File: config.mk
export PLATFORM = sky130hd
export DESIGN_NAME = segment_multiplexed_seven_seg_driver
export DESIGN_NICKNAME = d
export VERILOG_FILES = /design/src/hw/rtl/smssd_pkg.sv /design/src/hw/rtl/smssd_in_stage.sv /design/src/hw/rtl/smssd_core.sv /design/src/hw/rtl/segment_multiplexed_seven_seg_driver.sv
export SDC_FILE = /design/constraint.sdc
export NUM_CORES = 1
export LEC_CHECK = 0
export BUFFER_PORTS_ARGS = -buffer_cell sky130_fd_sc_hd__buf_2
export CORE_MARGIN = 2
export CORE_UTILIZATION = 40
export CTS_CLUSTER_SIZE = 28
export DETAILED_ROUTE_END_ITERATION = 10
export HOLD_SLACK_MARGIN = 0.03
export PLACE_DENSITY = 0.57
export REMOVE_ABC_BUFFERS = 1
export SETUP_SLACK_MARGIN = 0.15
export SLEW_MARGIN = 20
export SYNTH_ARGS = -nofsm -noshare
export SYNTH_HDL_FRONTEND = slang
export SYNTH_HIERARCHICAL = 1
export SYNTH_SLANG_ARGS = --single-unit
File: constraint.sdc
create_clock -name i_clk -period 10.65 [get_ports i_clk]
set_clock_uncertainty 0.2 [all_clocks]
set_input_delay 0 -clock i_clk [delete_from_list [all_inputs] [get_ports i_clk]]
set_output_delay 0 -clock i_clk [all_outputs]
set_load 0.01 [all_outputs]
File: src/hw/rtl/smssd_pkg.sv
// package for the segment-multiplexed seven-segment driver
// holds payload structs, register indexes, scan constants and the glyph table
// no dependencies
package smssd_pkg;

    localparam int SEG_COUNT = 7;
    localparam int DIGIT_COUNT = 4;
    localparam int SEG_IDX_W = 3;
    localparam int DWELL_W = 16;
    localparam int CFG_IDX_W = 1;
    localparam int CFG_DATA_W = 16;

    localparam logic [SEG_IDX_W-1:0] SEG_LAST = 3'd6;
    localparam logic [DWELL_W-1:0] DWELL_RESET = 16'd148;

    localparam logic [CFG_IDX_W-1:0] CFG_COMMON_ANODE = 1'b0;
    localparam logic [CFG_IDX_W-1:0] CFG_DWELL_TICKS = 1'b1;

    localparam logic [1:0] MODE_HEX = 2'd0;
    localparam logic [1:0] MODE_UDEC = 2'd1;
    localparam logic [1:0] MODE_SDEC = 2'd2;
    localparam logic [1:0] MODE_BLANK = 2'd3;

    localparam logic [6:0] GLYPH_MINUS = 7'h40;
    localparam logic [6:0] GLYPH_BLANK = 7'h00;

    typedef struct packed {
        logic [7:0] data_byte;
        logic       latch;
        logic [1:0] mode;
    } t_in;

    typedef struct packed {
        logic [6:0] segment_drive;
        logic [3:0] digit_drive;
        logic [2:0] active_segment;
    } t_out;

    function automatic logic [6:0] hex_glyph(input logic [3:0] nib);
        logic [6:0] g;
        case (nib)
            4'h0: g = 7'h3f;
            4'h1: g = 7'h06;
            4'h2: g = 7'h5b;
            4'h3: g = 7'h4f;
            4'h4: g = 7'h66;
            4'h5: g = 7'h6d;
            4'h6: g = 7'h7d;
            4'h7: g = 7'h07;
            4'h8: g = 7'h7f;
            4'h9: g = 7'h6f;
            4'ha: g = 7'h77;
            4'hb: g = 7'h7c;
            4'hc: g = 7'h39;
            4'hd: g = 7'h5e;
            4'he: g = 7'h79;
            4'hf: g = 7'h71;
            default: g = GLYPH_BLANK;
        endcase
        return g;
    endfunction

endpackage

File: src/hw/rtl/smssd_in_stage.sv
// input register with skid entry for the seven-segment driver
// stall is driven from the skid entry, so it is a register output
// depends on smssd_pkg
module smssd_in_stage (
    input  logic             i_clk,
    input  logic             i_rst_n,
    input  logic             i_valid,
    output logic             o_stall,
    input  smssd_pkg::t_in   i_data,
    output logic             o_valid,
    output smssd_pkg::t_in   o_data,
    input  logic             i_take
);
    import smssd_pkg::*;

    logic r_main_valid;
    logic r_skid_valid;
    t_in  r_main;
    t_in  r_skid;
    logic in_xfer;
    logic move;

    assign in_xfer = i_valid && !r_skid_valid;
    assign move    = r_main_valid && i_take;
    assign o_stall = r_skid_valid;
    assign o_valid = r_main_valid;
    assign o_data  = r_main;

    always_ff @(posedge i_clk) begin
        if (!i_rst_n) begin
            r_main_valid <= 1'b0;
            r_skid_valid <= 1'b0;
        end else if (move) begin
            if (r_skid_valid) begin
                r_skid_valid <= 1'b0;
            end else begin
                r_main_valid <= in_xfer;
            end
        end else if (in_xfer) begin
            if (!r_main_valid) begin
                r_main_valid <= 1'b1;
            end else begin
                r_skid_valid <= 1'b1;
            end
        end
    end

    always_ff @(posedge i_clk) begin
        if (move) begin
            r_main <= r_skid_valid ? r_skid : i_data;
        end else if (in_xfer) begin
            if (!r_main_valid) begin
                r_main <= i_data;
            end else begin
                r_skid <= i_data;
            end
        end
    end

`ifndef SYNTHESIS
    a_skid_needs_main: assert property (@(posedge i_clk) disable iff (!i_rst_n)
        r_skid_valid |-> r_main_valid)
        else $error("skid entry held without main entry");
`endif

endmodule

File: src/hw/rtl/smssd_core.sv
// scan state, mask rebuild and result register of the seven-segment driver
// holds configuration registers; depends on smssd_pkg
module smssd_core (
    input  logic                                i_clk,
    input  logic                                i_rst_n,
    input  logic                                i_valid,
    input  smssd_pkg::t_in                      i_data,
    output logic                                o_take,
    output logic                                o_valid,
    input  logic                                i_stall,
    output smssd_pkg::t_out                     o_data,
    input  logic                                i_cfg_we,
    input  logic [smssd_pkg::CFG_IDX_W-1:0]     i_cfg_idx,
    input  logic [smssd_pkg::CFG_DATA_W-1:0]    i_cfg_data
);
    import smssd_pkg::*;

    logic                  r_common_anode;
    logic [DWELL_W-1:0]    r_dwell_ticks;
    logic [7:0]            r_held_data;
    logic [1:0]            r_held_mode;
    logic [DIGIT_COUNT-1:0] r_mask [SEG_COUNT];
    logic [SEG_IDX_W-1:0]  r_seg_idx;
    logic [DWELL_W-1:0]    r_dwell_cnt;
    logic                  r_out_valid;
    t_out                  r_out;

    logic                  move;
    logic                  change;
    logic [7:0]            n_held_data;
    logic [SEG_IDX_W-1:0]  n_seg_idx;
    logic [DWELL_W-1:0]    n_dwell_cnt;
    logic [DWELL_W-1:0]    limit;
    logic                  neg;
    logic [7:0]            mag;
    logic [1:0]            hundreds;
    logic [6:0]            rem;
    logic [14:0]           tens_prod;
    logic [3:0]            tens;
    logic [3:0]            ones;
    logic [6:0]            pat [DIGIT_COUNT];
    logic [DIGIT_COUNT-1:0] n_mask [SEG_COUNT];
    t_out                  result;

    assign move    = i_valid && (!r_out_valid || !i_stall);
    assign o_take  = !r_out_valid || !i_stall;
    assign o_valid = r_out_valid;
    assign o_data  = r_out;

    // result from the state at the start of the transfer
    always_comb begin
        result.active_segment = r_seg_idx;
        result.segment_drive  = 7'(7'b1 << r_seg_idx);
        result.digit_drive    = r_mask[r_seg_idx];
        if (r_common_anode) begin
            result.segment_drive = ~result.segment_drive;
        end else begin
            result.digit_drive = ~result.digit_drive;
        end
    end

    // digit patterns for the new held value
    always_comb begin
        change = (i_data.latch && (i_data.data_byte != r_held_data))
            || (i_data.mode != r_held_mode);
        n_held_data = i_data.latch ? i_data.data_byte : r_held_data;
        neg = (i_data.mode == MODE_SDEC) && n_held_data[7];
        mag = neg ? 8'(8'd0 - n_held_data) : n_held_data;
        if (mag >= 8'd200) begin
            hundreds = 2'd2;
        end else if (mag >= 8'd100) begin
            hundreds = 2'd1;
        end else begin
            hundreds = 2'd0;
        end
        rem = 7'(mag - 8'(hundreds) * 8'd100);
        tens_prod = 15'(rem) * 15'd205;
        tens = 4'(tens_prod >> 11);
        ones = 4'(rem - 7'(tens) * 7'd10);
        for (int d = 0; d < DIGIT_COUNT; d++) begin
            pat[d] = GLYPH_BLANK;
        end
        case (i_data.mode)
            MODE_HEX: begin
                pat[2] = hex_glyph(n_held_data[7:4]);
                pat[3] = hex_glyph(n_held_data[3:0]);
            end
            MODE_UDEC, MODE_SDEC: begin
                if (neg) begin
                    pat[0] = GLYPH_MINUS;
                end
                pat[1] = hex_glyph({2'b00, hundreds});
                pat[2] = hex_glyph(tens);
                pat[3] = hex_glyph(ones);
            end
            default: begin
                pat[0] = GLYPH_BLANK;
            end
        endcase
        for (int s = 0; s < SEG_COUNT; s++) begin
            for (int d = 0; d < DIGIT_COUNT; d++) begin
                n_mask[s][d] = pat[d][s];
            end
        end
    end

    // scan advance
    always_comb begin
        limit = (r_dwell_ticks == '0) ? DWELL_W'(1) : r_dwell_ticks;
        n_seg_idx = (r_seg_idx >= SEG_LAST) ? '0 : 3'(r_seg_idx + 3'd1);
        n_dwell_cnt = DWELL_W'(r_dwell_cnt + DWELL_W'(1));
    end

    always_ff @(posedge i_clk) begin
        if (!i_rst_n) begin
            r_common_anode <= 1'b1;
            r_dwell_ticks  <= DWELL_RESET;
        end else if (i_cfg_we) begin
            case (i_cfg_idx)
                CFG_COMMON_ANODE: r_common_anode <= i_cfg_data[0];
                CFG_DWELL_TICKS:  r_dwell_ticks  <= i_cfg_data;
                default: ;
            endcase
        end
    end

    always_ff @(posedge i_clk) begin
        if (!i_rst_n) begin
            r_held_data <= '0;
            r_held_mode <= MODE_BLANK;
            for (int s = 0; s < SEG_COUNT; s++) begin
                r_mask[s] <= '0;
            end
            r_seg_idx   <= '0;
            r_dwell_cnt <= '0;
        end else if (move) begin
            if (change) begin
                r_held_data <= n_held_data;
                r_held_mode <= i_data.mode;
                for (int s = 0; s < SEG_COUNT; s++) begin
                    r_mask[s] <= n_mask[s];
                end
                r_seg_idx   <= n_seg_idx;
                r_dwell_cnt <= '0;
            end else if (n_dwell_cnt >= limit) begin
                r_seg_idx   <= n_seg_idx;
                r_dwell_cnt <= '0;
            end else begin
                r_dwell_cnt <= n_dwell_cnt;
            end
        end
    end

    always_ff @(posedge i_clk) begin
        if (!i_rst_n) begin
            r_out_valid <= 1'b0;
        end else if (move) begin
            r_out_valid <= 1'b1;
        end else if (!i_stall) begin
            r_out_valid <= 1'b0;
        end
    end

    always_ff @(posedge i_clk) begin
        if (move) begin
            r_out <= result;
        end
    end

`ifndef SYNTHESIS
    a_seg_idx_range: assert property (@(posedge i_clk) disable iff (!i_rst_n)
        r_seg_idx <= SEG_LAST)
        else $error("segment index out of range");

    a_out_kept_on_stall: assert property (@(posedge i_clk) disable iff (!i_rst_n)
        r_out_valid && i_stall |=> r_out_valid)
        else $error("result dropped while stalled");

    a_scan_moves_on_change: assert property (@(posedge i_clk) disable iff (!i_rst_n)
        move && change |=> r_dwell_cnt == '0)
        else $error("dwell not restarted after display change");
`endif

endmodule

File: src/hw/rtl/segment_multiplexed_seven_seg_driver.sv
// top level of the segment-multiplexed four-digit seven-segment driver
// registers in the path: input register, then core state and result registers
// throughput: one transfer per cycle in both directions when the output is not stalled
// reset: synchronous active low; display blank, scan at segment A, common anode, dwell 148
// instantiates smssd_in_stage and smssd_core; depends on smssd_pkg
module segment_multiplexed_seven_seg_driver (
    input  logic                                i_clk,
    input  logic                                i_rst_n,
    input  logic                                i_in_valid,
    output logic                                o_in_stall,
    input  smssd_pkg::t_in                      i_in_data,
    output logic                                o_out_valid,
    input  logic                                i_out_stall,
    output smssd_pkg::t_out                     o_out_data,
    input  logic                                i_cfg_we,
    input  logic [smssd_pkg::CFG_IDX_W-1:0]     i_cfg_idx,
    input  logic [smssd_pkg::CFG_DATA_W-1:0]    i_cfg_data
);
    import smssd_pkg::*;

    logic buf_valid;
    t_in  buf_data;
    logic core_take;

    smssd_in_stage u_in_stage (
        .i_clk   (i_clk),
        .i_rst_n (i_rst_n),
        .i_valid (i_in_valid),
        .o_stall (o_in_stall),
        .i_data  (i_in_data),
        .o_valid (buf_valid),
        .o_data  (buf_data),
        .i_take  (core_take)
    );

    smssd_core u_core (
        .i_clk      (i_clk),
        .i_rst_n    (i_rst_n),
        .i_valid    (buf_valid),
        .i_data     (buf_data),
        .o_take     (core_take),
        .o_valid    (o_out_valid),
        .i_stall    (i_out_stall),
        .o_data     (o_out_data),
        .i_cfg_we   (i_cfg_we),
        .i_cfg_idx  (i_cfg_idx),
        .i_cfg_data (i_cfg_data)
    );

endmodule
==> metrics.yaml <==
clock_network:
  clock-root-buffer: "clkbuf_16"
  htreeDepth: 3
  clk_pin_slew_ns: 0.08
  cts.sinks: 108
  insertion_delay_ns: 0.36
  cts_max_path_buffers: 2
  cts_tree: "done"
  cts_inserted_buffers: 9
  post-cts-setup-buffers: 0
drt:
  vias_per_cell: 5.23
  drt_iter0_markers: 385
  vias: 5776
  final_antenna_net_count: 0
  drt-pass1-iter-count: 6
  drt-wirelength-per-cell_um: 14.5
  routed_wl_um: 16000
  route.detailed.drc: 0
die:
  die_w_um: 140
  ios: 49
  design.core.area_mm2: 0.0181
  rows: 49
  die_h_um: 140
  fp.dieArea_mm2: 0.0197
  start_util_pct: 41.1
place:
  dp_hpwl_um: 11600
  io_buffer_count: 48
  dp_cells: 1049
  gp_congestion: 0.869
  pre_cts_ws_ns: 0.977
sta:
  fmax_mhz: 103
  timing.slew.headroom_pct: 36.7
  setup_viol: 0
  timing.final.ws_setup_ns: 0.903
  rsz0062_at_grt: "no"
  hold_viol_final: 0
  tightestPinTransition_ns: 0.924
  slew_violations: 0
  final.setup.tns_ns: 0
  post-route-period-util_pct: 91.5
  finalCriticalPeriod_ns: 9.75
setup_path:
  crit_cells: 36
  worst_r2r_path_depth: 36
  crit_family: "adder cells"
  max_stage_delay_ns: 0.73
  cp_slowest_cell: "edfxtp_1"
  start_kind: "register"
  crit_start: "u_in_stage/o_data[2]$_DFFE_PP_"
  reg2reg_from: "u_in_stage/o_data[2]$_DFFE_PP_"
  crit_required_ns: 10.65
  cpMostUsedCell: "ha_1"
  crit_buf_inv: 5
  crit_type: "reg -> reg"
  worstPathArrival_ns: 9.75
  cp_max_fo: 16
  endpoint_kind: "register"
final_layout:
  final_cell_mix: "nand2_1 (110), ha_1 (81), inv_1 (57), edfxtp_1 (56), dfxtp_1 (52)"
  drive_above_1_share_pct: 12.0
  fin_cells: 1104
  nets: 993
  area_delta_synth_final_pct: 16.1
  antennaDiodeCount: 0
  final_common_cell: "nand2_1"
yosys:
  seq_area_frac_synth_pct: 36.6
  muxShareOfSynthArea_pct: 6.19
  yosysUniqueCellTypes: 70
  synth_top_family_by_area: "adder cells"
  synth-adder-area-share_pct: 16.0
  synth_compound_area_share_pct: 14.5
  synth_area_per_cell_um2: 9.41
  synth_area_mm2: 0.00744
  yosys_most_used_dff: "edfxtp_1"
  synth-simple-area-share_pct: 15.6
  ys_seq_elements: 108
  postSynthCellCount: 790
  synth_edf_count: 56
  yosysWarnings: 6
  ys_async_sr_fraction_pct: 0
  synth_xor_area_share_pct: 6.33
global_routing:
  grt_busiest_layer: "met2"
  grt_max_degree: 33
  grt_first_pass_wirelength_um: 26800
  antenna_found_initial: 0
  grtUsageMet2_pct: 27.4
  grt_pass1_vias: 5413
  grt_use_total_pct: 16.6
  met3_usage_pct: 2.94
  grt-ovfl-total: 0
  globalRouteMet1Util_pct: 23.0
hold_path:
  hold_depth: 4
  hp-class: "in -> reg"
  worstHoldStart: "i_cfg_we"
status:
  status: "completed"
job:
  drv_cap: 0
==> layer usage <==
metal	share of wire, %	vias up
met2	46	109
met1	50	2682
li1	-	2975
met4	0.82	0
met5	0	-
met3	3.4	10
==> stage by stage <==
stage               hold slack, ns  area (µm²)  util (%)
CTS                         0.0932        8630      47.7
global route                 0.161        8640      47.8
floorplan                   -0.138        7300         -
detailed placement        -0.00152        7940      43.9
finish                      0.0889        8640      47.8
global placement          -0.00329        7940      43.9
==> layout make-up <==
| type | instances | area (µm²) |
|---|---|---|
| clock buffer | 9 | 225 |
| timing repair buffer | 101 | 736 |
| fill | 1675 | 9450 |
| tap | 229 | 287 |
| inverter | 58 | 218 |
| multi-input combinational | 592 | 4380 |
| sequential | 108 | 2720 |
| clock inverter | 7 | 73.8 |
==> state kept, by name, summed over array words and instances, names as in the netlist, named ones only <==
register and count:
u_core/r_held_mode 2, u_in_stage/o_stall 1, u_core/r_seg_idx 3, u_in_stage/o_valid 1, u_in_stage/r_skid 11, u_core/r_dwell_ticks 16, u_core/o_valid 1, u_core/o_data 14
u_core/r_held_data 8, u_in_stage/o_data 11, u_core/r_common_anode 1, u_core/r_dwell_cnt 16, u_core/r_mask 20
==> path summary, 6_finish.rpt <==
kind                                     endpoint  slack, ns
max             u_core/r_mask[1][3]$_SDFFCE_PN0P_       0.90
min          u_core/r_dwell_ticks[8]$_SDFFE_PN0P_       0.09
max reg2reg     u_core/r_mask[1][3]$_SDFFCE_PN0P_       0.90
min reg2reg   u_core/r_dwell_cnt[15]$_SDFFE_PN0P_       0.27
==> worst reg2reg max path, delay by kind of cell, from the launching register on <==
family,cells,cell delay (ns)
muxes,2,1.03
and+or+nand+nor,9,1.53
buffers and inverters,5,0.51
AOI/OAI and AO/OA,8,1.61
DFF,1,0.73
xor gates and xnor gates,3,1.09
adders and majority gates,9,2.86
==> repair_timing <==
action,4_1_cts,5_1_grt
hold endpoints to repair,54,0
resized for setup,0,0
hold buffers,39,0
==> kinds of logic (layout without fill, tap and decap cells) <==
logic type,count (synthesis),in the layout
AO/OA/AOI/OAI,158,158
XOR/XNOR,50,50
adder cells (fa/ha/maj),90,90
buffers and inverters,90,175
flip-flops,108,108
multiplexers,38,38
AND/OR/NAND/NOR,256,256
==> cell usage after synthesis (all sizes together), types with 16 or more instances <==
| library cell | count | area [µm²] |
|---|---|---|
| dfxtp | 52 | 1040 |
| nor2 | 51 | 191 |
| edfxtp | 56 | 1680 |
| o21ai | 27 | 135 |
| xnor2 | 34 | 317 |
| a21oi | 37 | 193 |
| mux2i | 22 | 220 |
| ha | 81 | 1010 |
| o211ai | 16 | 120 |
| inv | 57 | 214 |
| clkbuf | 25 | 93.8 |
| nand3 | 36 | 185 |
| nand2 | 110 | 413 |
Power is left out: the tool's default activity adds up to more than one toggle a clock period on the data nets, which glitch-free logic cannot reach.
